File: src/design/phsd_pkg.sv
// ----------------------------------------------------------------------------
// Peak-hold spectrum decimator package
// Shared constants, register codes and the job flag type.
// ----------------------------------------------------------------------------
package phsd_pkg;

   localparam int DEF_MAX_BLOCK   = 4096;
   localparam int DEF_SAMPLE_BITS = 16;

   localparam int CSR_INDEX_W = 2;
   localparam int CSR_DATA_W  = 13;

   localparam int RST_IN_BLOCK  = 1024;
   localparam int RST_OUT_BLOCK = 256;

   localparam int FRAC_BITS = 8;
   localparam int DROP_DB   = 6;
   localparam int DROP_Q    = DROP_DB << FRAC_BITS;
   localparam int DROP_EXT  = 12;

   localparam int QUEUE_DEPTH = 4;

   typedef enum logic [CSR_INDEX_W-1:0] {
      CSR_RESAMPLE_ON    = 2'd0,
      CSR_IN_BLOCK_SIZE  = 2'd1,
      CSR_OUT_BLOCK_SIZE = 2'd2
   } csr_reg_type;

   typedef struct packed {
      logic two;
      logic be0;
      logic re0;
   } job_flags_type;

endpackage

File: src/design/phsd_div.sv
// ----------------------------------------------------------------------------
// Block size divider
// Restoring radix-2 divider, one quotient bit per cycle.
// ----------------------------------------------------------------------------
module phsd_div
   import phsd_pkg::*;
#(
   parameter int IDX_W = 13
) (
   input  logic             clock,
   input  logic             reset,
   input  logic             start,
   input  logic [IDX_W-1:0] dividend,
   input  logic [IDX_W-1:0] divisor,
   output logic [IDX_W-1:0] quo,
   output logic [IDX_W-1:0] rem,
   output logic             busy,
   output logic             done
);

   localparam int CNT_W = $clog2(IDX_W + 1);

   logic [IDX_W-1:0] quo_ff, quo_in;
   logic [IDX_W-1:0] rem_ff, rem_in;
   logic [CNT_W-1:0] cnt_ff, cnt_in;
   logic             busy_ff, busy_in;
   logic             done_ff, done_in;
   logic [IDX_W:0]   trial;
   logic             ge;

   always_comb begin
      trial   = {rem_ff, quo_ff[IDX_W-1]};
      ge      = (trial >= {1'b0, divisor});
      quo_in  = quo_ff;
      rem_in  = rem_ff;
      cnt_in  = cnt_ff;
      busy_in = busy_ff;
      done_in = 1'b0;
      if (start) begin
         quo_in  = dividend;
         rem_in  = '0;
         cnt_in  = CNT_W'(IDX_W);
         busy_in = 1'b1;
      end else if (busy_ff) begin
         quo_in = {quo_ff[IDX_W-2:0], ge};
         rem_in = ge ? IDX_W'(trial - {1'b0, divisor}) : trial[IDX_W-1:0];
         cnt_in = cnt_ff - CNT_W'(1);
         if (cnt_ff == CNT_W'(1)) begin
            busy_in = 1'b0;
            done_in = 1'b1;
         end
      end
   end

   always_ff @(posedge clock) begin
      quo_ff <= quo_in;
      rem_ff <= rem_in;
      cnt_ff <= cnt_in;
      if (reset) begin
         busy_ff <= 1'b0;
         done_ff <= 1'b0;
      end else begin
         busy_ff <= busy_in;
         done_ff <= done_in;
      end
   end

   assign quo  = quo_ff;
   assign rem  = rem_ff;
   assign busy = busy_ff;
   assign done = done_ff;

endmodule

File: src/design/phsd_front.sv
// ----------------------------------------------------------------------------
// Decimator front end
// Accepts samples, tracks peak and border, and builds one job per item that yields a result.
// ----------------------------------------------------------------------------
module phsd_front
   import phsd_pkg::*;
#(
   parameter int IDX_W       = 13,
   parameter int SAMPLE_BITS = 16
) (
   input  logic                          clock,
   input  logic                          reset,
   input  logic                          restart,
   input  logic                          load,
   input  logic                          enable,
   input  logic [IDX_W-1:0]              quo,
   input  logic [IDX_W-1:0]              rem,
   input  logic [IDX_W-1:0]              n_size,
   input  logic [IDX_W-1:0]              m_size,
   input  logic                          bypass,
   input  logic                          in_valid,
   output logic                          in_ready,
   input  logic signed [SAMPLE_BITS-1:0] sample,
   input  logic                          q_full,
   output logic                          push,
   output job_flags_type                 flags,
   output logic [SAMPLE_BITS-1:0]        v0,
   output logic [SAMPLE_BITS-1:0]        v1
);

   localparam int EXT_W = SAMPLE_BITS + DROP_EXT;
   localparam logic [SAMPLE_BITS-1:0] SMIN = {1'b1, {(SAMPLE_BITS-1){1'b0}}};

   function automatic logic [SAMPLE_BITS-1:0] sat_drop(input logic [SAMPLE_BITS-1:0] p);
      logic signed [EXT_W-1:0] diff;
      diff = EXT_W'(signed'(p)) - EXT_W'(DROP_Q);
      if (diff < EXT_W'(signed'(SMIN))) begin
         sat_drop = SMIN;
      end else begin
         sat_drop = diff[SAMPLE_BITS-1:0];
      end
   endfunction

   logic [IDX_W-1:0]       in_idx_ff, in_idx_in;
   logic [IDX_W-1:0]       out_idx_ff, out_idx_in;
   logic [SAMPLE_BITS-1:0] peak_ff, peak_in;
   logic [IDX_W-1:0]       border_ff, border_in;
   logic [IDX_W-1:0]       brem_ff, brem_in;

   logic                   accept;
   logic                   last;
   logic                   active;
   logic                   emit;
   logic                   flush;
   logic [SAMPLE_BITS-1:0] pk;
   logic [IDX_W-1:0]       out_n;
   logic [IDX_W:0]         rem_sum;

   assign in_ready = enable & ~q_full;
   assign accept   = in_valid & in_ready;

   always_comb begin
      last    = (in_idx_ff == n_size - IDX_W'(1));
      active  = (out_idx_ff < m_size);
      pk      = (active && (signed'(sample) > signed'(peak_ff))) ? sample : peak_ff;
      emit    = active && (in_idx_ff > border_ff);
      out_n   = out_idx_ff + IDX_W'(emit);
      flush   = last && (out_n < m_size);
      rem_sum = {1'b0, brem_ff} + {1'b0, rem};

      flags = '0;
      v0    = sample;
      v1    = SMIN;
      push  = 1'b0;

      in_idx_in  = in_idx_ff;
      out_idx_in = out_idx_ff;
      peak_in    = peak_ff;
      border_in  = border_ff;
      brem_in    = brem_ff;

      if (bypass) begin
         flags.be0 = last;
         flags.re0 = 1'b1;
         push      = accept;
      end else begin
         push    = accept && (emit || flush);
         peak_in = emit ? SMIN : pk;
         if (emit && flush) begin
            flags.two = 1'b1;
            v0        = sat_drop(pk);
         end else if (emit) begin
            flags.be0 = (out_n >= m_size);
            flags.re0 = 1'b1;
            v0        = sat_drop(pk);
         end else begin
            flags.be0 = 1'b1;
            flags.re0 = 1'b1;
            v0        = sat_drop(pk);
         end
         out_idx_in = out_n;
         if (emit) begin
            if (rem_sum >= {1'b0, m_size}) begin
               border_in = border_ff + quo + IDX_W'(1);
               brem_in   = IDX_W'(rem_sum - {1'b0, m_size});
            end else begin
               border_in = border_ff + quo;
               brem_in   = rem_sum[IDX_W-1:0];
            end
         end
      end

      if (!accept) begin
         in_idx_in  = in_idx_ff;
         out_idx_in = out_idx_ff;
         peak_in    = peak_ff;
         border_in  = border_ff;
         brem_in    = brem_ff;
      end else if (last) begin
         in_idx_in  = '0;
         out_idx_in = '0;
         peak_in    = SMIN;
         border_in  = quo;
         brem_in    = rem;
      end else begin
         in_idx_in = in_idx_ff + IDX_W'(1);
      end

      if (load) begin
         border_in = quo;
         brem_in   = rem;
      end
   end

   always_ff @(posedge clock) begin
      border_ff <= border_in;
      brem_ff   <= brem_in;
      if (reset || restart) begin
         in_idx_ff  <= '0;
         out_idx_ff <= '0;
         peak_ff    <= SMIN;
      end else begin
         in_idx_ff  <= in_idx_in;
         out_idx_ff <= out_idx_in;
         peak_ff    <= peak_in;
      end
   end

endmodule

File: src/design/phsd_queue.sv
// ----------------------------------------------------------------------------
// Job queue
// Short register FIFO between the front end and the output stage.
// ----------------------------------------------------------------------------
module phsd_queue
   import phsd_pkg::*;
#(
   parameter int WIDTH = 35
) (
   input  logic             clock,
   input  logic             reset,
   input  logic             push,
   input  logic [WIDTH-1:0] wdata,
   input  logic             pop,
   output logic [WIDTH-1:0] rdata,
   output logic             empty,
   output logic             full
);

   localparam int PTR_W = $clog2(QUEUE_DEPTH);
   localparam int CNT_W = $clog2(QUEUE_DEPTH + 1);

   logic [WIDTH-1:0] slot_ff [QUEUE_DEPTH];
   logic [PTR_W-1:0] wr_ff, wr_in;
   logic [PTR_W-1:0] rd_ff, rd_in;
   logic [CNT_W-1:0] cnt_ff, cnt_in;
   logic             do_push;
   logic             do_pop;

   assign empty   = (cnt_ff == '0);
   assign full    = (cnt_ff == CNT_W'(QUEUE_DEPTH));
   assign do_push = push & ~full;
   assign do_pop  = pop & ~empty;
   assign rdata   = slot_ff[rd_ff];

   always_comb begin
      wr_in  = do_push ? wr_ff + PTR_W'(1) : wr_ff;
      rd_in  = do_pop ? rd_ff + PTR_W'(1) : rd_ff;
      cnt_in = cnt_ff + CNT_W'(do_push) - CNT_W'(do_pop);
   end

   always_ff @(posedge clock) begin
      if (do_push) begin
         slot_ff[wr_ff] <= wdata;
      end
      if (reset) begin
         wr_ff  <= '0;
         rd_ff  <= '0;
         cnt_ff <= '0;
      end else begin
         wr_ff  <= wr_in;
         rd_ff  <= rd_in;
         cnt_ff <= cnt_in;
      end
   end

endmodule

File: src/design/phsd_back.sv
// ----------------------------------------------------------------------------
// Decimator output stage
// Unpacks each job into one or two result transfers.
// ----------------------------------------------------------------------------
module phsd_back
   import phsd_pkg::*;
#(
   parameter int SAMPLE_BITS = 16
) (
   input  logic                   clock,
   input  logic                   reset,
   input  logic                   q_empty,
   input  job_flags_type          flags,
   input  logic [SAMPLE_BITS-1:0] v0,
   input  logic [SAMPLE_BITS-1:0] v1,
   output logic                   pop,
   output logic                   out_valid,
   input  logic                   out_ready,
   output logic [SAMPLE_BITS-1:0] value,
   output logic                   block_end,
   output logic                   run_end
);

   logic phase_ff, phase_in;
   logic xfer;

   assign out_valid = ~q_empty;
   assign xfer      = out_valid & out_ready;
   assign pop       = xfer & (~flags.two | phase_ff);

   always_comb begin
      value     = phase_ff ? v1 : v0;
      block_end = phase_ff ? 1'b1 : flags.be0;
      run_end   = phase_ff ? 1'b1 : flags.re0;
      phase_in  = phase_ff;
      if (pop) begin
         phase_in = 1'b0;
      end else if (xfer && flags.two) begin
         phase_in = 1'b1;
      end
   end

   always_ff @(posedge clock) begin
      if (reset) begin
         phase_ff <= 1'b0;
      end else begin
         phase_ff <= phase_in;
      end
   end

endmodule

File: src/design/peak_hold_spectrum_decimator.sv
// ----------------------------------------------------------------------------
// Peak-hold spectrum decimator
// Each result is queued as its sample transfers and offered on rsp in order.
// Throughput: one sample per cycle while the job queue has room and no
//   division runs; a block's final item with two results takes two transfers.
// Reset and every write to a defined register start a block size division;
//   req_tready stays low from its start through the divider's done strobe.
// ----------------------------------------------------------------------------
module peak_hold_spectrum_decimator
   import phsd_pkg::*;
#(
   parameter int  MAX_BLOCK   = DEF_MAX_BLOCK,
   parameter int  SAMPLE_BITS = DEF_SAMPLE_BITS,
   localparam int TDATA_W     = ((SAMPLE_BITS + 7) / 8) * 8
) (
   input  logic                   clock,
   input  logic                   reset,
   input  logic                   req_tvalid,
   output logic                   req_tready,
   input  logic [TDATA_W-1:0]     req_tdata,   // sample
   output logic                   rsp_tvalid,
   input  logic                   rsp_tready,
   output logic [TDATA_W-1:0]     rsp_tdata,   // value
   output logic                   rsp_tlast,
   output logic                   rsp_tuser,   // run_end
   input  logic                   csr_valid,
   output logic                   csr_ready,
   input  logic [CSR_INDEX_W-1:0] csr_index,
   input  logic [CSR_DATA_W-1:0]  csr_data
);

   localparam int IDX_W = $clog2(MAX_BLOCK + 1);
   localparam int JOB_W = $bits(job_flags_type) + 2 * SAMPLE_BITS;

   function automatic logic [IDX_W-1:0] clamp_size(input logic [31:0] v);
      if (v == 32'd0) begin
         clamp_size = IDX_W'(1);
      end else if (v > 32'(MAX_BLOCK)) begin
         clamp_size = IDX_W'(MAX_BLOCK);
      end else begin
         clamp_size = v[IDX_W-1:0];
      end
   endfunction

   logic             on_ff, on_in;
   logic [IDX_W-1:0] n_ff, n_in;
   logic [IDX_W-1:0] m_ff, m_in;
   logic             start_ff, start_in;
   logic             csr_wr;
   logic             bypass;

   logic [IDX_W-1:0] quo;
   logic [IDX_W-1:0] rem;
   logic             div_busy;
   logic             div_done;
   logic             enable;

   logic                   push;
   job_flags_type          f_flags;
   logic [SAMPLE_BITS-1:0] f_v0;
   logic [SAMPLE_BITS-1:0] f_v1;
   logic [JOB_W-1:0]       q_rdata;
   logic                   q_empty;
   logic                   q_full;
   logic                   pop;
   job_flags_type          b_flags;
   logic [SAMPLE_BITS-1:0] b_v0;
   logic [SAMPLE_BITS-1:0] b_v1;
   logic [SAMPLE_BITS-1:0] value;

   assign csr_ready = 1'b1;

   always_comb begin
      on_in  = on_ff;
      n_in   = n_ff;
      m_in   = m_ff;
      csr_wr = 1'b0;
      if (csr_valid && csr_ready) begin
         case (csr_reg_type'(csr_index))
            CSR_RESAMPLE_ON: begin
               on_in  = csr_data[0];
               csr_wr = 1'b1;
            end
            CSR_IN_BLOCK_SIZE: begin
               n_in   = clamp_size(32'(csr_data));
               csr_wr = 1'b1;
            end
            CSR_OUT_BLOCK_SIZE: begin
               m_in   = clamp_size(32'(csr_data));
               csr_wr = 1'b1;
            end
            default: begin
               csr_wr = 1'b0;
            end
         endcase
      end
      start_in = csr_wr;
   end

   always_ff @(posedge clock) begin
      if (reset) begin
         on_ff    <= 1'b0;
         n_ff     <= clamp_size(32'(RST_IN_BLOCK));
         m_ff     <= clamp_size(32'(RST_OUT_BLOCK));
         start_ff <= 1'b1;
      end else begin
         on_ff    <= on_in;
         n_ff     <= n_in;
         m_ff     <= m_in;
         start_ff <= start_in;
      end
   end

   assign bypass = ~on_ff | (n_ff <= m_ff);
   assign enable = ~(start_ff | div_busy | div_done);

   phsd_div #(
      .IDX_W (IDX_W)
   ) u_div (
      .clock    (clock),
      .reset    (reset),
      .start    (start_ff),
      .dividend (n_ff),
      .divisor  (m_ff),
      .quo      (quo),
      .rem      (rem),
      .busy     (div_busy),
      .done     (div_done)
   );

   phsd_front #(
      .IDX_W       (IDX_W),
      .SAMPLE_BITS (SAMPLE_BITS)
   ) u_front (
      .clock    (clock),
      .reset    (reset),
      .restart  (start_ff),
      .load     (div_done),
      .enable   (enable),
      .quo      (quo),
      .rem      (rem),
      .n_size   (n_ff),
      .m_size   (m_ff),
      .bypass   (bypass),
      .in_valid (req_tvalid),
      .in_ready (req_tready),
      .sample   (req_tdata[SAMPLE_BITS-1:0]),
      .q_full   (q_full),
      .push     (push),
      .flags    (f_flags),
      .v0       (f_v0),
      .v1       (f_v1)
   );

   phsd_queue #(
      .WIDTH (JOB_W)
   ) u_queue (
      .clock (clock),
      .reset (reset),
      .push  (push),
      .wdata ({f_flags, f_v1, f_v0}),
      .pop   (pop),
      .rdata (q_rdata),
      .empty (q_empty),
      .full  (q_full)
   );

   assign {b_flags, b_v1, b_v0} = q_rdata;

   phsd_back #(
      .SAMPLE_BITS (SAMPLE_BITS)
   ) u_back (
      .clock     (clock),
      .reset     (reset),
      .q_empty   (q_empty),
      .flags     (b_flags),
      .v0        (b_v0),
      .v1        (b_v1),
      .pop       (pop),
      .out_valid (rsp_tvalid),
      .out_ready (rsp_tready),
      .value     (value),
      .block_end (rsp_tlast),
      .run_end   (rsp_tuser)
   );

   assign rsp_tdata = TDATA_W'(value);

`ifndef SYNTH
   a_pair_follows: assert property (@(posedge clock) disable iff (reset)
      (rsp_tvalid && rsp_tready && !rsp_tuser) |=> (rsp_tvalid && rsp_tuser && rsp_tlast))
      else $error("second result of a pair missing");

   a_done_after_busy: assert property (@(posedge clock) disable iff (reset)
      div_done |-> ($past(div_busy) && !div_busy))
      else $error("divider done without a busy run");

   a_write_blocks_input: assert property (@(posedge clock) disable iff (reset)
      (csr_valid && csr_ready && csr_index <= CSR_OUT_BLOCK_SIZE) |=> !req_tready)
      else $error("sample accepted during block restart");

   a_no_push_when_full: assert property (@(posedge clock) disable iff (reset)
      (q_full && !pop) |-> !push)
      else $error("job pushed into a full queue");
`endif

endmodule

File: config.mk
export PLATFORM = sky130hd
export DESIGN_NAME = peak_hold_spectrum_decimator
export DESIGN_NICKNAME = d
export VERILOG_FILES = /design/src/design/phsd_pkg.sv /design/src/design/phsd_div.sv /design/src/design/phsd_front.sv /design/src/design/phsd_queue.sv /design/src/design/phsd_back.sv /design/src/design/peak_hold_spectrum_decimator.sv
export SDC_FILE = /design/constraint.sdc
export NUM_CORES = 1
export LEC_CHECK = 0
export BUFFER_PORTS_ARGS = -buffer_cell sky130_fd_sc_hd__buf_2
export CORE_MARGIN = 2
export CORE_UTILIZATION = 45
export CTS_CLUSTER_SIZE = 12
export DETAILED_ROUTE_END_ITERATION = 6
export PLACE_DENSITY = 0.59
export SYNTH_ARGS = -nofsm -noshare
export SYNTH_HDL_FRONTEND = slang
export SYNTH_SLANG_ARGS = --single-unit
File: constraint.sdc
create_clock -name clock -period 6.05 [get_ports clock]
set_input_delay 1.815 -clock clock [delete_from_list [all_inputs] [get_ports clock]]
set_output_delay 1.815 -clock clock [all_outputs]
set_load 0.05 [all_outputs]
=== Yosys cells after proc, flatten, opt, wreduce, memory -nomap -nowiden ===
Memory sizes are Yosys's and may differ from the RTL's. A register that Yosys moved wholly into a read port is not among the register bits.
Cells that the tools add are included.

* Register bits: 136
* Latch bits: 0
* Bits in writable memories: 76
* Bits in read-only memories: 0
* Input bits: 36
* Output and inout bits: 21
* Logic and storage cells: 133
* Memories kept: 1

{| class="wikitable"
|+ Memories
! name !! words !! width !! read ports !! clocked after Yosys merged registers in !! write ports !! RTL line !! source
|-
| u_queue.slot_ff || 4 || 19 || 1 || 1 || 1 || phsd_queue.sv:23 || <nowiki>logic [WIDTH-1:0] slot_ff [QUEUE_DEPTH];</nowiki>
|}

* Add/subtract/negate cells: 14
* Multiply operators: 0
* Divide/modulo/power cells: 0
* Magnitude comparators: 10
* Equal/unequal tests: 7
* Shifts and indexed selects: 0
* Muxes and demuxes: 45
* Bitwise gates (word level): 16
* Reductions and logical operators: 22

{| class="wikitable"
|+ Operators by type and width
! cell !! number
|-
| $mux W13 || 20
|-
| $mux W16 || 7
|-
| $ge A14 B13 Y1 || 2
|-
| $lt A28 B16 Y1 const B || 1
|-
| $add A13 B1 Y13 const B || 2
|-
| $lt A13 B13 Y1 || 2
|-
| $sub A13 B13 Y13 || 2
|-
| $sub A16 B12 Y17 const B || 1
|-
| $gt A16 B16 Y1 || 1
|-
| $add A13 B13 Y14 || 1
|-
| $add A13 B1 Y13 || 1
|-
| $add A13 B13 Y13 || 1
|-
| $eq A13 B13 Y1 || 1
|-
| $ge A13 B13 Y1 || 1
|-
| $gt A13 B13 Y1 || 1
|-
| $gt A13 B13 Y1 const B || 1
|-
| $le A13 B13 Y1 || 1
|-
| $logic_not A13 Y1 || 1
|-
| $mux W1 || 13
|-
| $sub A13 B1 Y13 const B || 1
|-
| $mux W2 || 5
|-
| $reduce_and A2 Y1 || 4
|-
| $and A1 B1 Y1 || 6
|-
| $logic_and A1 B1 Y1 || 6
|-
| 20 further kinds || 32
|}

=== Longest topological paths before layout ===
Gate-level depths: netlist of run 1.

* Word-level depth: 11
* Mapped depth: 29

=== Modules after synthesis ===
From an unflattened synthesis of run 1, not the netlist that was laid out.

* Cells, all modules: 1,593
* Area total of the unflattened synthesis: 17,105.2 sq um

{| class="wikitable"
|+ By module, submodules not included
! module !! times used !! cells an instance !! area each (sq um)
|-
| phsd_front || 1 || 952 || 7,636.1
|-
| phsd_queue || 1 || 234 || 5,586.6
|-
| phsd_div || 1 || 232 || 2,183.3
|-
| peak_hold_spectrum_decimator || 1 || 148 || 1,360.1
|-
| phsd_back || 1 || 27 || 339.1
|}

=== Worst setup path after synthesis of run 1 ===
No wires, ideal clock.

* Path kind: flip-flop to flip-flop
* From: reg m_ff[6]
* To: reg u_queue.cnt_ff[2]
* Data arrival time: 5.218 ns
* Required time: 5.922 ns
* Slack: 0.705 ns
* Cell stages (with the launch flop): 29
* Path through: dfxtp_1 > inv_1 > ha_1 > a21o_1 > a21o_1 > a21oi_1 > nand3_1 > a21oi_1 > and2_1 > clkbuf_1 > ha_1 > ha_1 > nand2_1 > nor2_1 > xor2_1 > ha_1 > a21o_1 > a21o_1 > a21oi_1 > nor2_1 > a2111oi_0 > a22oi_1 > a21oi_2 > ha_1 > inv_1 > fa_1 > xor2_1 > xnor2_1 > nor2_1

* Cells in the longest elaborated chain, start to end: 11

{| class="wikitable"
|+ RTL lines
! element !! RTL line !! source
|-
| from (decl) || peak_hold_spectrum_decimator.sv:47 || <nowiki>logic [IDX_W-1:0] m_ff, m_in;</nowiki>
|-
| from (signal assigned) || peak_hold_spectrum_decimator.sv:104 || <nowiki>m_ff <= clamp_size(32'(RST_OUT_BLOCK));</nowiki>
|-
| from (signal assigned) || peak_hold_spectrum_decimator.sv:109 || <nowiki>m_ff <= m_in;</nowiki>
|-
| $lt A13 B13 Y1 || phsd_front.sv:64 || <nowiki>active = (out_idx_ff < m_size);</nowiki>
|-
| $logic_and A1 B1 Y1 || phsd_front.sv:66 || <nowiki>emit = active && (in_idx_ff > border_ff);</nowiki>
|-
| $add A13 B1 Y13 || phsd_front.sv:67 || <nowiki>out_n = out_idx_ff + IDX_W'(emit);</nowiki>
|-
| $lt A13 B13 Y1 || phsd_front.sv:68 || <nowiki>flush = last && (out_n < m_size);</nowiki>
|-
| $logic_and A1 B1 Y1 || phsd_front.sv:68 ||
|-
| $logic_or A1 B1 Y1 || phsd_front.sv:87 || <nowiki>push = accept && (emit || flush);</nowiki>
|-
| $logic_and A1 B1 Y1 || phsd_front.sv:87 ||
|-
| $mux W1 (*) || phsd_front.sv:82 || <nowiki>if (bypass) begin</nowiki>
|-
| $and A1 B1 Y1 (*) || phsd_queue.sv:32 || <nowiki>assign do_push = push & ~full;</nowiki>
|-
| net u_queue.do_push || phsd_queue.sv:27 || <nowiki>logic do_push;</nowiki>
|-
| $add A3 B1 Y3 (*) || phsd_queue.sv:39 || <nowiki>cnt_in = cnt_ff + CNT_W'(do_push) - CNT_W'(do_pop);</nowiki>
|-
| $sub A3 B1 Y3 (*) || phsd_queue.sv:39 ||
|-
| to (signal assigned) || phsd_queue.sv:53 || <nowiki>cnt_ff <= cnt_in;</nowiki>
|-
| to (decl) || phsd_queue.sv:26 || <nowiki>logic [CNT_W-1:0] cnt_ff, cnt_in;</nowiki>
|}

The timed path passes the listed nets; every way through them passes the cells marked *.
A chain may end at the register's enable or synchronous reset.

=== Final worst setup path of run 1 ===
* From: reg u_front.in_idx_ff[6]
* To: reg u_queue.cnt_ff[2]

* Cells in the longest elaborated chain, start to end: 11

{| class="wikitable"
|+ RTL lines
! element !! RTL line !! source
|-
| from (decl) || phsd_front.sv:44 || <nowiki>logic [IDX_W-1:0] in_idx_ff, in_idx_in;</nowiki>
|-
| from (signal assigned) || phsd_front.sv:143 || <nowiki>in_idx_ff <= in_idx_in;</nowiki>
|-
| $gt A13 B13 Y1 || phsd_front.sv:66 ||
|-
| $logic_and A1 B1 Y1 || phsd_front.sv:66 ||
|-
| $add A13 B1 Y13 || phsd_front.sv:67 ||
|-
| $lt A13 B13 Y1 || phsd_front.sv:68 ||
|-
| $logic_and A1 B1 Y1 || phsd_front.sv:68 ||
|-
| $logic_or A1 B1 Y1 (*) || phsd_front.sv:87 ||
|-
| $logic_and A1 B1 Y1 (*) || phsd_front.sv:87 ||
|-
| $mux W1 (*) || phsd_front.sv:82 ||
|-
| $and A1 B1 Y1 (*) || phsd_queue.sv:32 ||
|-
| net u_queue.do_push || phsd_queue.sv:27 ||
|-
| $add A3 B1 Y3 (*) || phsd_queue.sv:39 ||
|-
| $sub A3 B1 Y3 (*) || phsd_queue.sv:39 ||
|}

Marks and branches as above.

==> summary by stage, run 1 <==
Layout
Of the cells placed in the final design, the portion with a size suffix greater than 1 is 0.122. Leaving out fill and tap cells, the most frequent cells in the layout are 154 x nand2_1, 131 x ha_1, 118 x a21oi_1. At the end of the flow, the number of nets in the layout was 1677.

The most frequent standard cell in the layout excluding fill and tap cells is nand2_1. 0 antenna diodes ended up in the layout. Relative to the synthesized area, the layout overhead comes to 11.7%. After routing the design area is between 15000 and 20000 sq um.

Setup path
By instance count, the cell type seen most on the critical path is ha_1. In this run the critical register-to-register path is launched from u_front.in_idx_ff[6]. In this run the critical register-to-register path is captured at u_queue.cnt_ff[2].

The critical setup path kind is reg -> reg. In this run the worst path has a maximum fanout of 9. The worst setup path is captured at a flip-flop. The cell with the largest stage delay on the worst path is dfxtp_1. STA classifies the critical path startpoint as a flip-flop. Setup slack on the worst reg-to-reg path comes out at 0.48 ns. The maximum cell stage delay along the critical path is 0.43 ns. The depth of the most critical reg-to-reg path is 28. For the worst setup path, the data arrival time is 5.95 ns. The worst path required time is around 6.4 ns.

Synth
Of the synthesized area, sequential elements account for 0.391. After synthesis, the largest family of logic cells by area is simple AND/OR/NAND/NOR gates. The synthesized-area fraction occupied by ao, oa, aoi and oai cells is 0.147.

The number of synthesized flops with an enable pin is 115. Synthesis produced a netlist with a net count of 1627. The largest total area in the synthesized netlist belongs to edfxtp_1. The portion of synthesized area spent on multiplexers is 0.0559.

Counting distinct cell types in the post-synthesis netlist gives 80. For this run, the leading register cell type out of synthesis is edfxtp_1. The synthesis warning total is 0. The simple-gate share of the synthesized area is 0.179. The combined area of all synthesized cells is about 14000 sq um.

The proportion of netlist area held by the largest area contributor is 0.249. The flip-flop and latch count after synthesis is ~210. The cell count after synthesis is ~1500. By area the synthesized netlist is led by edfxtp_1 25%, dfxtp_1 14%, ha_1 12%. A synthesized cell averages around 9.6 sq um.

Of the total synthesized cell area, the portion taken by full adders, half adders and majority gates is 0.126. The share of flip-flops with an asynchronous set or reset is 0. Of the total synthesized cell area, the portion taken by XOR and XNOR cells is 0.0605.

Clocking
The clock tree root buffer cell is clkbuf_16. The number of sinks on the clock net is ~210. The maximum clock path buffer count is 3. The level count of the clock H-tree is 1. The number of buffers created by CTS is 26. Clock-pin slew was measured on the worst setup and hold paths at 0.06 ns. Clock latency on the worst-skew pair, taken at its later pin, is between 0.5 and 0.6 ns. For this design, the CTS-stage hold fixing added 0 buffers. TritonCTS built the clock tree.

Timing
The share of the clock period used by the worst path after layout is 0.920. At the pin with the least slew margin, the transition time is about 0.96 ns. Measured against its own limit, the worst slew margin works out to 0.357. Counting I/O delays and the setup requirement, the final critical path takes between 5 and 6 ns. The maximum clock skew at final layout is between 0.015 and 0.02 ns. After routing, the total negative slack on setup checks comes to 0 ns.

The slack of the critical path is between 0.4 and 0.5 ns. The total setup violations reported at the end of the flow is 0. The achievable frequency is 180 MHz. Setup repair after global routing left no endpoint under its margin. The final hold violation count is 0. The max-slew violation count was 0.

Worst hold path
In this run the most critical hold path is launched from m_ff[3]. The instance count along the most critical hold path is 2. In this run the worst hold path is classified as reg -> reg. The path with the worst hold slack has its endpoint at m_ff[3].

Power
The worst ir drop on vdd is 198 uV. For this design the static power due to leakage is 0.00594 uW. The share of total power dissipated in combinational logic is 0.233. Cell internal power was estimated by the tool at ~2900 uW. The switching power of the nets is roughly 1300 uW.

For this design the ratio of total power to cell area is approximately 270 nW/um^2. The share of total power dissipated in sequential elements is 0.394. The switching power as a share of total power is 0.304. The post-route total power is 4170 uW. The fraction of power consumed by the clock network is 0.373.

Outcome
The run finished with clean final reports.

Die
The floorplan core area is 30500 sq um. The floorplan has 64 rows. The effective utilization at floorplan is 0.455.

The floorplan step defined a die boundary enclosing around 32000 sq um. The die is ~180 um wide. The die is about 180 um tall.

The I/O pin count is 57.

Placed design
The placed instance area is roughly 15000 sq um. The count of buffers inserted at the top-level ports is 55. The HPWL after detailed placement is approximately 26000 um.

The pre-CTS setup slack is about 0.19 ns. Routability-driven placement finished with a final weighted congestion of 0.820.

Routing
The average wire per cell in the routed design is 18.7 um. In the routed design, unresolved DRC markers number 0. Once detail routing completed, the nets flagged for antenna violations numbered 0. Summed over all layers, the routed wires come to between 30000 and 40000 um. The total iterations of the first detailed-routing run is 5. The via density per instance is between 5 and 6.

The initial detailed-routing violation count is 710. The total number of vias is 10900.

GRT
The via count of the first global-routing pass is approximately 11000. For this run, the total global-route usage over all layers was measured as 0.218. The largest net degree at the start of global routing is 43. The first-pass GRT wire length is 57300 um. For this run the aggregate overflow at the end of global routing stands at 0.

The initial antenna violation count is 0.

Job
The number of max-capacitance violations reported is 0.
## logic make-up after synthesis
logic type / Yosys count
other cells: 1
mux: 52
buf+inv: 136
fa+ha+maj: 137
compound gates: 320
xor+xnor: 96
flops: 214
simple gates: 498
## synth_stat cells (all sizes together) (5+ instances only)
cell / instances
nand2: 154
ha: 132
a21oi: 122
edfxtp: 115
nor2: 107
dfxtp: 99
inv: 72
o21ai: 60
xnor2: 60
nand3: 42
clkbuf: 37
xor2: 36
nand4: 35
buf: 26
and2: 25
nor3: 25
a211oi: 24
nor2b: 21
a21o: 19
mux4: 19
mux2i: 18
a22o: 16
and3: 16
mux2: 15
nand2b: 13
nor4: 10
o21a: 9
a31oi: 8
o31ai: 8
or2: 8
o21bai: 7
and4: 6
nand3b: 6
nor3b: 6
or3: 6
fa: 5
o211a: 5
o211ai: 5
or4: 5
## critical path: cells and delay by family, from the launching register on
| family | cells | cell delay, ns |
|---|---|---|
| AOI/OAI and AO/OA | 10 | 1.77 |
| adders and majority gates | 6 | 1.68 |
| and+or+nand+nor | 7 | 0.76 |
| xor gates and xnor gates | 3 | 0.53 |
| DFF | 1 | 0.43 |
| buffers and inverters | 2 | 0.25 |
## metal layers
metal / global-route usage / part of all wire / vias to the layer above
li1: - / - / 5413
met1: 0.301 / 0.47 / 5198
met2: 0.364 / 0.46 / 232
met3: 0.0265 / 0.043 / 47
met4: 0.0543 / 0.024 / 0
met5: 0 / 0 / -
## layout make-up
type	instances	area, sq um
fill	2813	15000
clock inverter	9	87.6
timing repair buffer	85	500
multi-input combinational	1104	7940
clock buffer	39	782
tap	396	495
sequential	214	5440
inverter	73	274
## state kept, by name, summed over array words and instances (netlist names), named ones only
name                cells
m_ff                   13
n_ff                   13
on_ff                   1
start_ff                1
u_back.phase_ff         1
u_div.busy              1
u_div.cnt_ff            4
u_div.done              1
u_div.quo              13
u_div.rem              13
u_front.border_ff      13
u_front.brem_ff        13
u_front.in_idx_ff      13
u_front.out_idx_ff     13
u_front.peak_ff        16
u_queue.cnt_ff          3
u_queue.rd_ff           2
u_queue.slot_ff        76
u_queue.wr_ff           2
## what timing repair did
action,CTS,global route
endpoints found under the setup margin,0,28
resized for setup,0,4
setup buffers,0,1
## metrics by stage
stage,cells,util,hold WS [ns]
global route,1920,0.508,0.476
global placement,1871,0.479,0.445
finish,1920,0.508,0.455
floorplan,1454,-,0.435
CTS,1919,0.508,0.459
detailed placement,1871,0.479,0.451
## power groups by stage
| stage | combinational, uW | clock [uW] | sequential [uW] |
|---|---|---|---|
| final | 973 | 1560 | 1640 |
| after global routing | 1070 | 1660 | 1650 |
| after CTS | 978 | 1590 | 1640 |
| after detailed placement | 972 | 0 | 1680 |
| after global placement | 961 | 0 | 1670 |
| after floorplan | 762 | 0 | 1650 |
## worst max-delay path by stage
| stage | from | endpoint | slack, ns | depth (start not counted) |
|---|---|---|---|---|
| 2_1_floorplan | m_ff[6] | u_queue.cnt_ff[2] | 0.70 | 28 |
| 3_3_place_gp | req_tdata[13] | u_queue.slot_ff[0][3] | 0.30 | 15 |
| 3_5_place_dp | req_tdata[15] | u_queue.slot_ff[3][3] | 0.19 | 15 |
| 4_1_cts | u_front.in_idx_ff[6] | u_queue.cnt_ff[2] | 0.26 | 28 |
| 5_1_grt | u_front.border_ff[1] | u_queue.cnt_ff[2] | 0.02 | 29 |
| 6_report | u_front.in_idx_ff[6] | u_queue.cnt_ff[2] | 0.48 | 28 |
Note: power is estimated with default switching activity, not from simulation.
==> inputs of run 2 (changes only) <==
CAP_MARGIN = 40   (was unset)
SETUP_SLACK_MARGIN = 0.5   (was unset)
clock period = 5.2 ns   (was 6.05 ns; I/O delays follow)
==> run 2 against run 1 <==
Critical path depth shrank 2. Clock power grew 25%. Wire length grew 6.0%. Setup slack lost 0.10 ns. Via count grew 3.9%. Highest routed layer unchanged. Largest power group is now clock. Clock-buffer cell count shrank 4. Hold slack is essentially flat. Non-clock buffer count grew 72. Register-to-register slack lost 0.10 ns. Sequential cell count is the same. Largest cell class unchanged. Utilization grew 4.5 points.
==> summary by stage, run 2 (synthesis results as in run 1) <==
GRT
The global router's overall resource usage came to 0.230 (+0.0117). The largest net degree at the start of global routing came to 40 (-7.0%). The via count of the first global-routing pass is 11100 (+4.2%). The sum of overflow across all layers after global routing is 0 (unchanged). The initial antenna violation count is 0 (unchanged).

The first-pass GRT wire length is 60000 um (+4.7%).

Layout
In the layout the commonest cells are 152 x nand2_1, 119 x ha_1, 115 x edfxtp_1. The register name with the most flops is u_queue.slot_ff. The share of post-route cells with drive strength above 1 is 0.210 (+0.0879). The final-layout fill cell count is 2720 (-3.3%). The flip-flop count of the largest register, all copies and words added is 76 (unchanged). Leaving out fill and tap cells, the most frequent cell in the layout is nand2_1. The growth of design area from synthesis to finish is 21.5%. The number of inserted diodes is 0 (unchanged). The largest registers in the layout are u_queue.slot_ff x76, u_front.peak_ff x16. The count of nets after finishing is 1749 (+4.3%).

Routing
The number of nets with antenna violations after routing is 0 (unchanged). The total iterations of the first detailed-routing run is 5 (unchanged). The initial detailed-routing violation count was 840 (+18%). The average wire per cell in the routed design is 19.1 um (+2.2%). The aggregate routed wire length was 38000 um (+6.0%). The total number of vias came to 11300 (+3.9%).

The via density per instance was 5.68 (+0.16%). The post-detailed-route DRC marker count is 0 (unchanged).

Die
The horizontal die dimension is 180 um (unchanged). The height of the die is 180 um (unchanged). The floorplan core area came to 30500 sq um (unchanged). The effective utilization at floorplan is 0.455 (unchanged).

The die area was 32300 sq um (unchanged). The I/O pin count came to 57 (unchanged). The number of cell rows is 64 (unchanged).

Power
The cell-internal power is 3560 uW (+23%). The worst ir drop on vdd is 223 uV (+13%). The combinational share of power is 0.240 (+0.007). The switching power of the nets is 1520 uW (+20%). The leakage power total is 0.00654 uW (+10%).

The power density over the cells came to 301 nW/um^2 (+12%). The switching power as a share of total power came to 0.299 (-0.00532). The fraction of power consumed by the clock network is 0.384 (+0.011). The register share of total power is 0.377 (-0.017).

Timing
The max-slew violation count is 0 (unchanged). The worst slew margin relative to its limit is 0.405 (+0.0475). The maximum clock skew at final layout is 0.0133 ns (-0.00221 ns). The share of the clock period used by the worst path after layout is 0.927 (+0.00678). The final hold violation count is 0 (unchanged).

Setup repair after global routing could not meet its margin everywhere. The worst-case hold slack is 0.455 ns (-0.000248 ns). The achievable frequency came to 207 MHz (+15%).

The total setup violations reported at the end of the flow was 0 (unchanged). The total negative slack is 0 ns (unchanged). The minimum clock period was 4.82 ns (-0.747 ns). The measured slew at the worst slew-check pin was 0.893 ns (-0.0699 ns).

Clocking
The clock latency on the worst-skew pair is 0.53 ns (about the same). In this run the clock root is driven by a clkbuf_16. The maximum clock path buffer count was 3 (unchanged). The level count of the clock H-tree is 1 (unchanged). The CTS tree is yes. The number of buffers created by CTS is 26 (unchanged). The clock-pin slew on the worst setup and hold paths is 0.06 ns (about the same). The number of sinks on the clock net was 214 (unchanged). The count of hold buffers inserted by post-cts repair was 0 (unchanged).

Placed design
The count of buffers inserted at the top-level ports is 55 (unchanged). The HPWL after detailed placement was 27500 um (+4.3%). The final weighted congestion of routability-driven global placement was 0.913 (+11%).

Setup path
The worst path required time is 5.45 ns (-0.99 ns). The slowest stage of the critical path is the edfxtp_1 cell. The most frequent cell on the critical path is ha_4.

The worst setup path is launched from a flip-flop. The maximum cell stage delay along the critical path was 0.37 ns (-0.06 ns). The worst-path maximum fanout is 6 (-3). The family with the most delay on the worst path is compound AO/OA/AOI/OAI gates. The data arrival time at the worst-slack endpoint came to 5.06 ns (-0.89 ns). The critical setup path kind is reg -> reg.

The kind of end point of the critical path is a flip-flop. The number of buffer and inverter stages on the critical path is 5 (+3).

Job
The number of max-capacitance violations reported is 0 (unchanged).

Outcome
The run finished with clean final reports.

Worst hold path
The class of the tightest hold or removal check is reg -> reg.
-- run 2: area by class of cell --
type | instances | area, sq um | share of cell area
Clock buffer | 35 | 757 | 0.0449
Clock inverter | 13 | 175 | 0.0104
Inverter | 73 | 274 | 0.0162
Multi-Input combinational cell | 1104 | 8460 | 0.501
Sequential cell | 214 | 5440 | 0.322
Tap cell | 396 | 495 | 0.0294
Timing Repair Buffer | 157 | 1280 | 0.0756
-- run 2: final timing paths --
path / startpoint / endpoint / slack [ns] / cells past startpoint
setup / recovery: u_front.border_ff[1] / u_queue.slot_ff[0][10] / 0.38 / 26
hold / removal: m_ff[6] / m_ff[6] / 0.45 / 2
setup reg to reg: u_front.border_ff[1] / u_queue.slot_ff[0][10] / 0.38 / 26
hold reg to reg: m_ff[6] / m_ff[6] / 0.45 / 2
-- run 2: worst reg2reg max path: stages (launching register included) --
cell	delay, ns
edfxtp_1	0.37
inv_2	0.05
ha_4	0.26
nor2b_4	0.12
o21a_1	0.11
o21ai_1	0.06
a21oi_1	0.13
o221ai_1	0.15
a21oi_2	0.26
and2_4	0.20
ha_4	0.16
ha_4	0.16
nand2_4	0.05
nor2_4	0.14
nor3b_4	0.26
xor2_2	0.23
ha_4	0.26
nand3_4	0.10
a211oi_4	0.05
a2111oi_4	0.37
a22oi_2	0.10
a21oi_2	0.18
buf_4	0.14
buf_6	0.08
buf_6	0.11
and2_4	0.25
clkbuf_16	0.18
-- run 2: what timing repair did --
action,in CTS,in global routing
cloned,3,5
endpoints found under the setup margin,94,168
buffers inserted,10,14
resized for setup,32,41
pin swaps,21,20
-- run 2: power by group through the flow --
| stage | sequential [uW] | combinational, uW | clock (uW) |
|---|---|---|---|
| after global placement | 1950 | 1150 | 0 |
| after floorplan | 1920 | 902 | 0 |
| after CTS | 1910 | 1190 | 1980 |
| final | 1910 | 1220 | 1950 |
| after global routing | 1920 | 1340 | 2050 |
| after detailed placement | 1950 | 1170 | 0 |
-- run 2: metal layers --
metal | global-route usage | up-vias | share of wire
met5 | 0 | - | 0
met2 | 0.370 | 263 | 0.46
met1 | 0.326 | 5441 | 0.46
met4 | 0.0598 | 0 | 0.020
met3 | 0.0302 | 58 | 0.052
li1 | - | 5554 | -
-- run 2: through the flow --
step / area (sq um) / util / worst slack (ns) / power [uW] / instances
2_1_floorplan: 14200 / - / 0.295 / 2820 / 1454
3_3_place_gp: 15200 / 0.498 / 0.165 / 3100 / 1910
3_5_place_dp: 15200 / 0.499 / 0.0920 / 3110 / 1912
4_1_cts: 16400 / 0.539 / 0.382 / 5080 / 1973
5_1_grt: 16900 / 0.553 / 0.134 / 5310 / 1992
6_report: 16900 / 0.553 / 0.381 / 5080 / 1992
